==> src/sv/mpd_pkg.sv <==
// Package with shared constants and types of the predistorter.
`default_nettype none
package mpd_pkg;
    localparam int MEM_DEPTH_DEF   = 4;
    localparam int POLY_ORDER_DEF  = 4;
    localparam int DELAY_MAX_DEF   = 8;
    localparam int SAMPLE_BITS_DEF = 14;
    localparam int BASIS_W = 24;
    localparam int COEF_W  = 16;
    localparam int CIN_W   = 20;
    localparam int ACC_W   = 48;
    localparam int COEF_EPS = 16;
    localparam logic [15:0] GAIN_RST  = 16'd16384;
    localparam logic [14:0] RANGE_RST = 15'd32767;
    localparam logic [1:0] REG_GAIN  = 2'd0;
    localparam logic [1:0] REG_RANGE = 2'd1;
    localparam logic [1:0] REG_DELAY = 2'd2;
    localparam logic REQ_SAMPLE = 1'b0;
    localparam logic REQ_COEF   = 1'b1;

    typedef struct packed {
        logic              is_coef;
        logic              in_range;
        logic [2:0]        tap;
        logic [2:0]        pw;
        logic signed [15:0] cr;
        logic signed [15:0] ci;
        logic              clip;
        logic signed [13:0] txi;
        logic signed [13:0] txq;
        logic signed [13:0] fbi;
        logic signed [13:0] fbq;
        logic [15:0]       etx;
        logic [15:0]       efb;
    } t_cmd;

    typedef struct packed {
        logic signed [13:0] pd_i;
        logic signed [13:0] pd_q;
        logic signed [13:0] post_i;
        logic signed [13:0] post_q;
        logic signed [13:0] atx_i;
        logic signed [13:0] atx_q;
        logic signed [13:0] apd_i;
        logic signed [13:0] apd_q;
        logic              clip;
    } t_res;
endpackage
`default_nettype wire

==> src/sv/mpd_queue.sv <==
// Two-entry queue between the front and back parts.
`default_nettype none
module mpd_queue import mpd_pkg::*; (
    input  wire   i_clk,
    input  wire   i_rst_n,
    input  wire   i_wr,
    input  t_cmd  i_data,
    output logic  o_full,
    output logic  o_empty,
    input  wire   i_rd,
    output t_cmd  o_data
);
    t_cmd r_mem [2];
    logic r_wp, r_rp;
    logic [1:0] r_cnt;

    assign o_full  = (r_cnt == 2'd2);
    assign o_empty = (r_cnt == 2'd0);
    assign o_data  = r_mem[r_rp];

    always_ff @(posedge i_clk) begin
        if (i_wr) begin
            r_mem[r_wp] <= i_data;
        end
        if (!i_rst_n) begin
            r_wp <= 1'b0;
            r_rp <= 1'b0;
            r_cnt <= 2'd0;
        end else begin
            if (i_wr) r_wp <= ~r_wp;
            if (i_rd) r_rp <= ~r_rp;
            r_cnt <= r_cnt + 2'(i_wr) - 2'(i_rd);
        end
    end
endmodule
`default_nettype wire

==> config.mk <==
export PLATFORM = sky130hd
export DESIGN_NAME = mpd_queue
export DESIGN_NICKNAME = d
export VERILOG_FILES = /design/src/sv/mpd_pkg.sv /design/src/sv/mpd_queue.sv
export SDC_FILE = /design/constraint.sdc
export NUM_CORES = 1
export LEC_CHECK = 0
export BUFFER_PORTS_ARGS = -buffer_cell sky130_fd_sc_hd__buf_2
export CAP_MARGIN = 20
export CORE_UTILIZATION = 52
export CTS_CLUSTER_DIAMETER = 150
export CTS_CLUSTER_SIZE = 20
export DETAILED_ROUTE_END_ITERATION = 8
export GPL_TIMING_DRIVEN = 0
export PLACE_DENSITY = 0.79
export SYNTH_ARGS = -nofsm -noshare
export SYNTH_HDL_FRONTEND = slang
export SYNTH_SLANG_ARGS = --single-unit
==> constraint.sdc <==
create_clock -name i_clk -period 9.28 [get_ports i_clk]
set_input_delay 1.392 -clock i_clk [delete_from_list [all_inputs] [get_ports i_clk]]
set_output_delay 1.392 -clock i_clk [all_outputs]
set_load 0.01 [all_outputs]
==> reports/metrics.yaml, run 1 <==
run_status:
  status: "finished clean"
power_and_ir_drop:
  ir_worst_vdd_mv: 0.176
  clockPowerShare_pct: 29.4
  pwr-share-comb_pct: 12.0
  p_sw_share_pct: 21.7
  intPower_w: 0.00185
  powerDensity_nw_per_um2: 201
  seq_power_share_pct: 58.6
  p_switching_w: 0.000515
  leakage_nw: 4.41
placed_design:
  dpl.cell_count: 919
  port_buffers: 263
  place_ws_ns: 6.15
  dp_hpwl_mm: 11.9
  gp_congestion: 0.716
yosys:
  yosys_warnings: 0
  synth_top_area_cell: "edfxtp_1"
  synthFlopType: "edfxtp_1"
  netlist.area_leader.share_pct: 80.9
  yosys.cell_types.count: 13
  synth_edf_count: 258
  ys_top_cells_by_count: "258 x edfxtp_1, 129 x mux2_2, 13 x buf_6, 5 x dfxtp_1"
  async_flop_share_pct: 0
  seq_area_frac_synth_pct: 81.9
  synth_most_common_cell: "edfxtp_1"
  syn_area_um2: 9580
  ys_ff_latch: 263
  synthTopCellsByArea: "edfxtp_1 81%, mux2_2 15%, buf_6 1.5%, dfxtp_1 1.0%, and2_1 0.26%"
  synth_area_per_cell_um2: 22.7
  syn_inst: 422
  syn-num-nets: 557
clock_tree:
  clk_pin_slew_worst_paths_ns: 0.08
  clockBufferDepth: 3
  cts_setup_buffers: 0
  cts.repair.resized: 0
  cts_tree: "built"
  cts_buffers: 17
  clockRootBuffer: "clkbuf_16"
  numClockSinks: 263
  clkLatencyLatePin_ns: 0.48
  hold_buffers: 0
  h-tree-depth: 1
cells_and_area:
  utilization_pct: 65.3
  layout-drive-gt1-share_pct: 60.4
  fillers: 1231
  fin_cells: 943
  finalNetCount: 844
  syn_to_final_growth_pct: 22.9
grt:
  grt-ovfl-total: 0
  antenna_found_initial: 0
  grt_pass1_wl_mm: 25.2
  grt_pass1_vias: 4953
  grt_max_degree: 68
  track_usage_pct: 17.5
timing:
  final.min_clock_period_ns: 3.17
  rsz0062_at_grt: "no"
  final.setup_skew_ns: 0.0178
  worst_slack_ns: 6.11
  hold_viol: 0
  slew_headroom_pct: 40.1
  drv_slew: 0
  fmax_mhz: 315
  tightest_slew_ns: 0.899
  period_share_pct: 34.2
  setup_violations: 0
die:
  die_h_um: 138
  rows: 49
  die_w_um: 138
  initial_core_util_pct: 53.1
  core_um2: 18000
  dieArea_um2: 19000
  ioPinCount: 264
drt:
  drc: 0
  wl_per_cell_um: 18.5
  drt_iter0_drc: 223
  ant_nets: 0
  first_pass_iters: 4
  avgViaCountPerCell: 5.10
  vias: 4807
  routed_wl_mm: 17.4
job:
  cap_violations: 0
min_path:
  worstHoldStart: "r_rp"
  hp-class: "reg2reg"
setup_path:
  r2r-start: "r_wp"
  path_class: "reg2out"
  crit_fanout: 10
  crit_path_end_kind: "output port"
  crit_required_ns: 7.89
  worstPathArrival_ns: 1.78
  startpoint_type: "flop"
[kinds of logic after synthesis]
group	share of synthesized area [%]
adder cells (fa/ha/maj)	0.261
AND/OR/NAND/NOR	0.562
AO/OA/AOI/OAI	0.0784
XOR/XNOR	0.327
flip-flops	81.9
buffers and inverters	1.66
multiplexers	15.2
[layout make-up]
class / instances / area (µm²) / area share (%)
Antenna cell: 1 / 2.50 / 0.0213
Buffer: 14 / 151 / 1.29
Clock buffer: 22 / 444 / 3.77
Clock inverter: 1 / 20.0 / 0.170
Inverter: 2 / 7.51 / 0.0638
Multi-Input combinational cell: 143 / 1580 / 13.4
Sequential cell: 263 / 7850 / 66.7
Tap cell: 229 / 287 / 2.43
Timing Repair Buffer: 268 / 1430 / 12.2
[path summary, 6_finish.rpt]
path,to,slack [ns],cells after the start
setup / recovery,o_data[55],6.11,4
hold / removal,flop,0.60,2
setup reg to reg,r_mem[1][124],7.35,2
hold reg to reg,flop,0.60,2
[layout by cell type (no fill, tap or decap), drive strengths merged]
master / instances
and2: 4
buf: 282
clkbuf: 22
dfxtp: 5
diode: 1
edfxtp: 258
ha: 2
inv: 3
mux2: 129
nor2: 1
nor2b: 4
o21a: 1
xnor3: 1
xor2: 1
[power groups by stage]
stage               sequential (W)  clock, W  combinational, W
floorplan                  0.00142         0          0.000160
global placement           0.00142         0          0.000270
detailed placement         0.00141         0          0.000287
CTS                        0.00139  0.000715          0.000289
global route               0.00139  0.000754          0.000308
finish                     0.00139  0.000697          0.000285
[worst max-delay path, stage by stage, from the launching register on]
cell     delay [ns]
dfxtp_1        0.38
buf_6          0.23
buf_6          0.18
mux2_2         0.36
buf_2          0.14
[registers in the layout (all words and copies together) (netlist names), named ones only]
name   count
r_cnt      2
r_mem    258
r_rp       1
r_wp       1
[metal layers]
layer | up-vias | global-route usage (%) | routed length, µm
li1 | 2245 | - | -
met1 | 2360 | 20.8 | 6720
met2 | 178 | 31.0 | 8860
met3 | 24 | 5.26 | 1490
met4 | 0 | 4.65 | 367
met5 | - | 0 | 0
[through the flow]
step / cell area, µm² / hold slack (ns) / total power, W / TNS, ns
after floorplan: 9580 / 0.555 / 0.00158 / 0
after global placement: 11200 / 0.566 / 0.00169 / -147.33
after detailed placement: 11300 / 0.600 / 0.00170 / 0
after CTS: 11800 / 0.606 / 0.00239 / 0
after global routing: 11800 / 0.644 / 0.00245 / 0
final: 11800 / 0.601 / 0.00237 / 0
(Power assumes the default switching activity.)
==> run 2: changes to the inputs <==
- CORE_UTILIZATION: 52 -> 47
- PLACE_DENSITY: 0.79 -> 0.76
- clock period: 9.28 -> 2.65 ns (I/O delays scaled with it)
==> run 2 against run 1 <==
Combinational power rose to 3.5 times the previous value. Non-clock buffer count down 1. First-iteration DRC count down 26%. Sequential share of layout area down 0.099 points. Power rose to 3.5 times the previous value. Critical endpoint is now o_data[56]. Largest power group unchanged. Highest routed layer unchanged.
==> reports/metrics.yaml, run 2 (synthesis results as in run 1) <==
grt:
  grt_pass1_vias: 5144  # +3.9%
  track_usage_pct: 15.9  # -1.6 points
  grt_pass1_wl_mm: 25.3  # +0.46%
  antenna_found_initial: 1  # +1
  grt_max_degree: 68  # unchanged
  grt-ovfl-total: 0  # unchanged
cells_and_area:
  stdcell_area_um2: 11800  # +0.15%
  largest_register: "r_mem"
  final_common_cell: "buf_2"
  largest_reg_flops: 258  # unchanged
  syn_to_final_growth_pct: 23.1
  fillers: 1426  # +16%
  fin_cells: 978  # +3.7%
  layout-drive-gt1-share_pct: 60.4  # about the same
  finalNetCount: 843  # -0.12%
  utilization_pct: 59.8  # -5.5 points
  top_regs: "r_mem: 258 flops, r_cnt: 2 flops"
  final_cell_mix: "264 x buf_2, 258 x edfxtp_1, 129 x mux2_2, 17 x clkbuf_16, 13 x buf_6"
timing:
  final.setup_skew_ns: 0.0112  # -0.00657 ns
  final.min_clock_period_ns: 2.18
  tightest_slew_ns: 0.934  # +0.0350 ns
  setup_violations: 0  # unchanged
  rsz0062_at_grt: "no"
  hold_viol: 0  # unchanged
  slew_headroom_pct: 37.6  # -2.5 points
  drv_slew: 0  # unchanged
  period_share_pct: 82.4
  worst_slack_ns: 0.466  # -5.64 ns
  fmax_mhz: 458
  tns_ns: 0  # unchanged
clock_tree:
  numClockSinks: 263  # unchanged
  cts_tree: "built"
  hold_buffers: 0  # unchanged
  cts_buffers: 17  # unchanged
  clockRootBuffer: "clkbuf_16"
  h-tree-depth: 1  # unchanged
  clockBufferDepth: 3  # unchanged
  cts_setup_buffers: 0  # unchanged
  clkLatencyLatePin_ns: 0.48  # about the same
  cts.repair.resized: 0  # unchanged
  clk_pin_slew_worst_paths_ns: 0.08  # about the same
placed_design:
  gp_congestion: 0.703  # -1.9%
  place_ws_ns: 0.410  # -5.74 ns
  port_buffers: 263  # unchanged
  place_area_um2: 11300  # +0.15%
  dpl.cell_count: 954  # +3.8%
  dp_hpwl_mm: 12.0  # +0.40%
die:
  die_w_um: 145  # +5.1%
  die_h_um: 145  # +5.1%
  ioPinCount: 264  # unchanged
  rows: 51  # +4.1%
  core_um2: 19700  # +9.4%
  dieArea_um2: 21000  # +10%
  initial_core_util_pct: 48.6  # -4.6 points
drt:
  drc: 0  # unchanged
  routed_wl_mm: 17.4  # -0.26%
  first_pass_iters: 4  # unchanged
  ant_nets: 0  # unchanged
  vias: 4828  # +0.44%
  drt_iter0_drc: 165  # -26%
  avgViaCountPerCell: 4.94  # -3.2%
  wl_per_cell_um: 17.8  # -3.8%
setup_path:
  crit_required_ns: 2.25  # -5.64 ns
  path_class: "reg2out"
  crit_fanout: 10  # unchanged
  worstPathArrival_ns: 1.79  # about the same
  startpoint_type: "flop"
  crit_path_end_kind: "output port"
run_status:
  status: "finished clean"
power_and_ir_drop:
  powerDensity_nw_per_um2: 703  # +250%
  leakage_nw: 4.40  # -0.28%
  ir_worst_vdd_mv: 0.644  # +270%
min_path:
  hp-class: "in2reg"
job:
  cap_violations: 0  # unchanged
## run 2: cell types whose count changed in the layout (fill, tap and decap cells not counted)
cell    delta
buf_16     -1
## run 2: layer usage
| metal | part of all wire [%] | wire length [µm] | global-route usage (%) | vias up |
|---|---|---|---|---|
| li1 | - | - | - | 2238 |
| met5 | 0 | 0 | 0 | - |
| met1 | 36 | 6220 | 16.3 | 2384 |
| met4 | 2.8 | 489 | 5.48 | 0 |
| met3 | 8.8 | 1530 | 5.53 | 28 |
| met2 | 53 | 9150 | 29.9 | 178 |
## run 2: final timing paths
check / startpoint / cells after the start / endpoint / slack, ns
worst min register to register: r_rp / 2 / flop / 0.59
worst min-delay path: i_data[24] / 1 / r_mem[1][24] / 0.1
worst max register to register: r_wp / 3 / r_mem[0][74] / 0.66
worst max-delay path: flop / 4 / o_data[56] / 0.47
## run 2: final cells by class
class | instances | area [µm²] | share of cell area, %
well taps | 265 | 332 | 2.81
multi-input cells | 143 | 1580 | 13.4
diodes | 1 | 2.50 | 0.0212
clock inverters | 1 | 20.0 | 0.170
repair buffers | 267 | 1400 | 11.9
plain buffers | 14 | 151 | 1.28
inverters | 2 | 7.51 | 0.0637
clock buffers | 22 | 444 | 3.77
flip-flops and latches | 263 | 7850 | 66.6
## run 2: where the power goes
part           switching, W  internal, W  total [W]
Sequential        0.0000531      0.00480    0.00486
Clock               0.00125      0.00119    0.00244
Combinational      0.000499     0.000487   0.000987
## run 2: critical path: stages, from the launching register on
cell and delay (ns):
dfxtp_1 0.38, buf_6 0.23, buf_6 0.19, mux2_2 0.36, buf_2 0.14
## run 2: per-stage QoR
stage / power (W) / hold WS (ns)
6_report: 0.00828 / 0.0993
4_1_cts: 0.00839 / 0.0772
3_5_place_dp: 0.00595 / 0.581
2_1_floorplan: 0.00551 / 0.496
5_1_grt: 0.00859 / 0.0797
3_3_place_gp: 0.00590 / 0.569
==> run 3: changes to the inputs <==
- clock period: 2.65 -> 1.8 ns (I/O delays scaled with it)
==> run 3 against run 2 <==
The run now ends with setup timing left. Non-clock buffer count increased by 137. Sequential cell count is the same. Worst hold slack worse by 0.049 ns. First-iteration DRC count rose by 22%. Power rose by 54%. Count of clock-buffer cells in the layout up 6. Clock skew is essentially flat. Combinational power grew 91%. Via count up 13%. Clock power is 50% higher. Critical endpoint is now o_data[45]. Largest power group unchanged.
==> reports/metrics.yaml, run 3 (synthesis results as in run 1) <==
die:
  core_um2: 19700  # unchanged
  dieArea_um2: 21000  # unchanged
  ioPinCount: 264  # unchanged
  die_h_um: 145  # unchanged
  die_w_um: 145  # unchanged
  rows: 51  # unchanged
  initial_core_util_pct: 48.6  # unchanged
timing:
  rsz0062_at_grt: "yes"
  worst_slack_ns: -0.159  # -0.625 ns
  hold_viol: 0  # unchanged
  slew_headroom_pct: 43.9  # +6.3 points
  drv_slew: 0  # unchanged
  period_share_pct: 109
  tightest_slew_ns: 0.842  # -0.0918 ns
  fmax_mhz: 510
  final.setup_skew_ns: 0.0108  # -0.000403 ns
  setup_violations: 126  # +126
  final.min_clock_period_ns: 1.96
cells_and_area:
  stdcell_area_um2: 13500  # +14%
  diodes: 0  # -1
  final_cell_mix: "258 x edfxtp_1, 243 x buf_2, 129 x dlygate4sd3_1, 109 x mux2_2, 33 x buf_6"
  fin_cells: 1121  # +15%
  top_regs: "r_mem: 258 flops, r_cnt: 2 flops"
  final_common_cell: "edfxtp_1"
  largest_reg_flops: 258  # unchanged
  layout-drive-gt1-share_pct: 51.5  # -8.9 points
  syn_to_final_growth_pct: 40.7
  largest_register: "r_mem"
  finalNetCount: 981  # +16%
setup_path:
  crit_fanout: 10  # unchanged
  crit_required_ns: 1.53  # -0.72 ns
  crit_path_end_kind: "output port"
  ff2ff_path_depth: 3  # unchanged
  r2r_setup_slack_ns: 0.14  # -0.52 ns
  r2r-start: "r_wp"
  path_class: "reg2out"
  startpoint_type: "flop"
  worstPathArrival_ns: 1.69  # -0.10 ns
  rr_endpoint: "r_mem[0][83]"
min_path:
  min_path_cells: 2  # +1
  hp-class: "in2reg"
  hold-path-endpoint: "r_wp"
  worstHoldStart: "i_rst_n"
clock_tree:
  cts_buffers: 17  # unchanged
  clockRootBuffer: "clkbuf_16"
  clk_pin_slew_worst_paths_ns: 0.08  # about the same
  clockBufferDepth: 3  # unchanged
  numClockSinks: 263  # unchanged
  cts_tree: "built"
  clkLatencyLatePin_ns: 0.47  # about the same
  h-tree-depth: 1  # unchanged
grt:
  track_usage_pct: 18.8  # +2.9 points
  grt_max_degree: 66  # -2.9%
  antenna_found_initial: 0  # -1
  grt_pass1_wl_mm: 29.9  # +18%
  grt-ovfl-total: 0  # unchanged
  grt_pass1_vias: 6014  # +17%
run_status:
  violations: "setup timing"
  status: "complete, but fails checks"
power_and_ir_drop:
  leakage_nw: 5.14  # +17%
  ir_worst_vdd_mv: 0.810  # +26%
  powerDensity_nw_per_um2: 944  # +34%
  power_w: 0.0127  # +54%
drt:
  first_pass_iters: 4  # unchanged
  avgViaCountPerCell: 4.85  # -1.7%
  drc: 0  # unchanged
  routed_wl_mm: 20.4  # +18%
  drt_iter0_drc: 202  # +22%
  wl_per_cell_um: 18.2  # +2.5%
  ant_nets: 0  # unchanged
  vias: 5439  # +13%
job:
  cap_violations: 0  # unchanged
placed_design:
  dpl.cell_count: 955  # +0.10%
  port_buffers: 263  # unchanged
  gp_congestion: 0.710  # +1.1%
  dp_hpwl_mm: 12.0  # +0.26%
  place_area_um2: 11400  # +0.25%
[run 3: cell types whose count changed in the layout (fill, tap and decap cells not counted), sizes merged]
cell         previous run  this run
buf                   281       288
clkbuf                 22        29
dlygate4sd3             0       129
and2                    4         5
diode                   1         0
[run 3: final cells by class]
| cell class | instances | area (µm²) |
|---|---|---|
| plain buffers | 14 | 181 |
| flip-flops and latches | 263 | 7850 |
| clock inverters | 1 | 20.0 |
| fillers | 1263 | 6240 |
| multi-input cells | 144 | 1660 |
| well taps | 265 | 332 |
| repair buffers | 404 | 2950 |
| inverters | 2 | 7.51 |
| clock buffers | 28 | 467 |
[run 3: power by group]
part | total [W] | switching (W) | internal (W)
registers | 0.00716 | 0.0000849 | 0.00707
logic | 0.00189 | 0.000848 | 0.00105
clock network | 0.00367 | 0.00186 | 0.00181
total | 0.0127 | 0.00279 | 0.00993
[run 3: repair_timing]
action | CTS | global route
gates resized for setup | 54 | 8
endpoints found under the hold margin | 258 | 0
hold buffers | 129 | 0
gates cloned | 2 | 1
endpoints found under the setup margin | 194 | 129
setup buffers | 4 | 1
pin swaps | 0 | 0
[run 3: how the worst max path moves through the flow]
stage	end	slack, ns	cells after the start
3_3_place_gp	r_mem[0][87]	-1.78	2
5_1_grt	o_data[48]	-0.22	4
2_1_floorplan	r_mem[0][0]	-0.86	1
4_1_cts	o_data[86]	-0.19	4
3_5_place_dp	r_mem[1][87]	-0.17	3
6_report	o_data[45]	-0.16	4
[run 3: metrics by stage]
| step | TNS, ns | utilization, % | worst slack [ns] | hold slack (ns) |
|---|---|---|---|---|
| detailed placement | -10.90 | 57.6 | -0.174 | 0.461 |
| CTS | -19.28 | 68.1 | -0.191 | 0.0301 |
| global route | -22.81 | 68.3 | -0.224 | 0.0412 |
| finish | -14.57 | 68.3 | -0.159 | 0.0499 |
| global placement | -395.78 | 57.0 | -1.78 | 0.457 |
| floorplan | -187.47 | - | -0.862 | 0.369 |
[run 3: critical path: stages (launching register included)]
cell and delay, ns:
dfxtp_4 0.38, buf_12 0.17, buf_6 0.17, mux2_2 0.36
buf_2 0.15
[run 3: routing by layer]
metal  global-route usage, %  vias to the layer above  part of all wire [%]
li1                        -                     2519                     -
met1                    19.6                     2684                    37
met2                    36.4                      197                    54
met3                    4.77                       39                   6.3
met4                    6.15                        0                   2.3
met5                       0                        -                     0
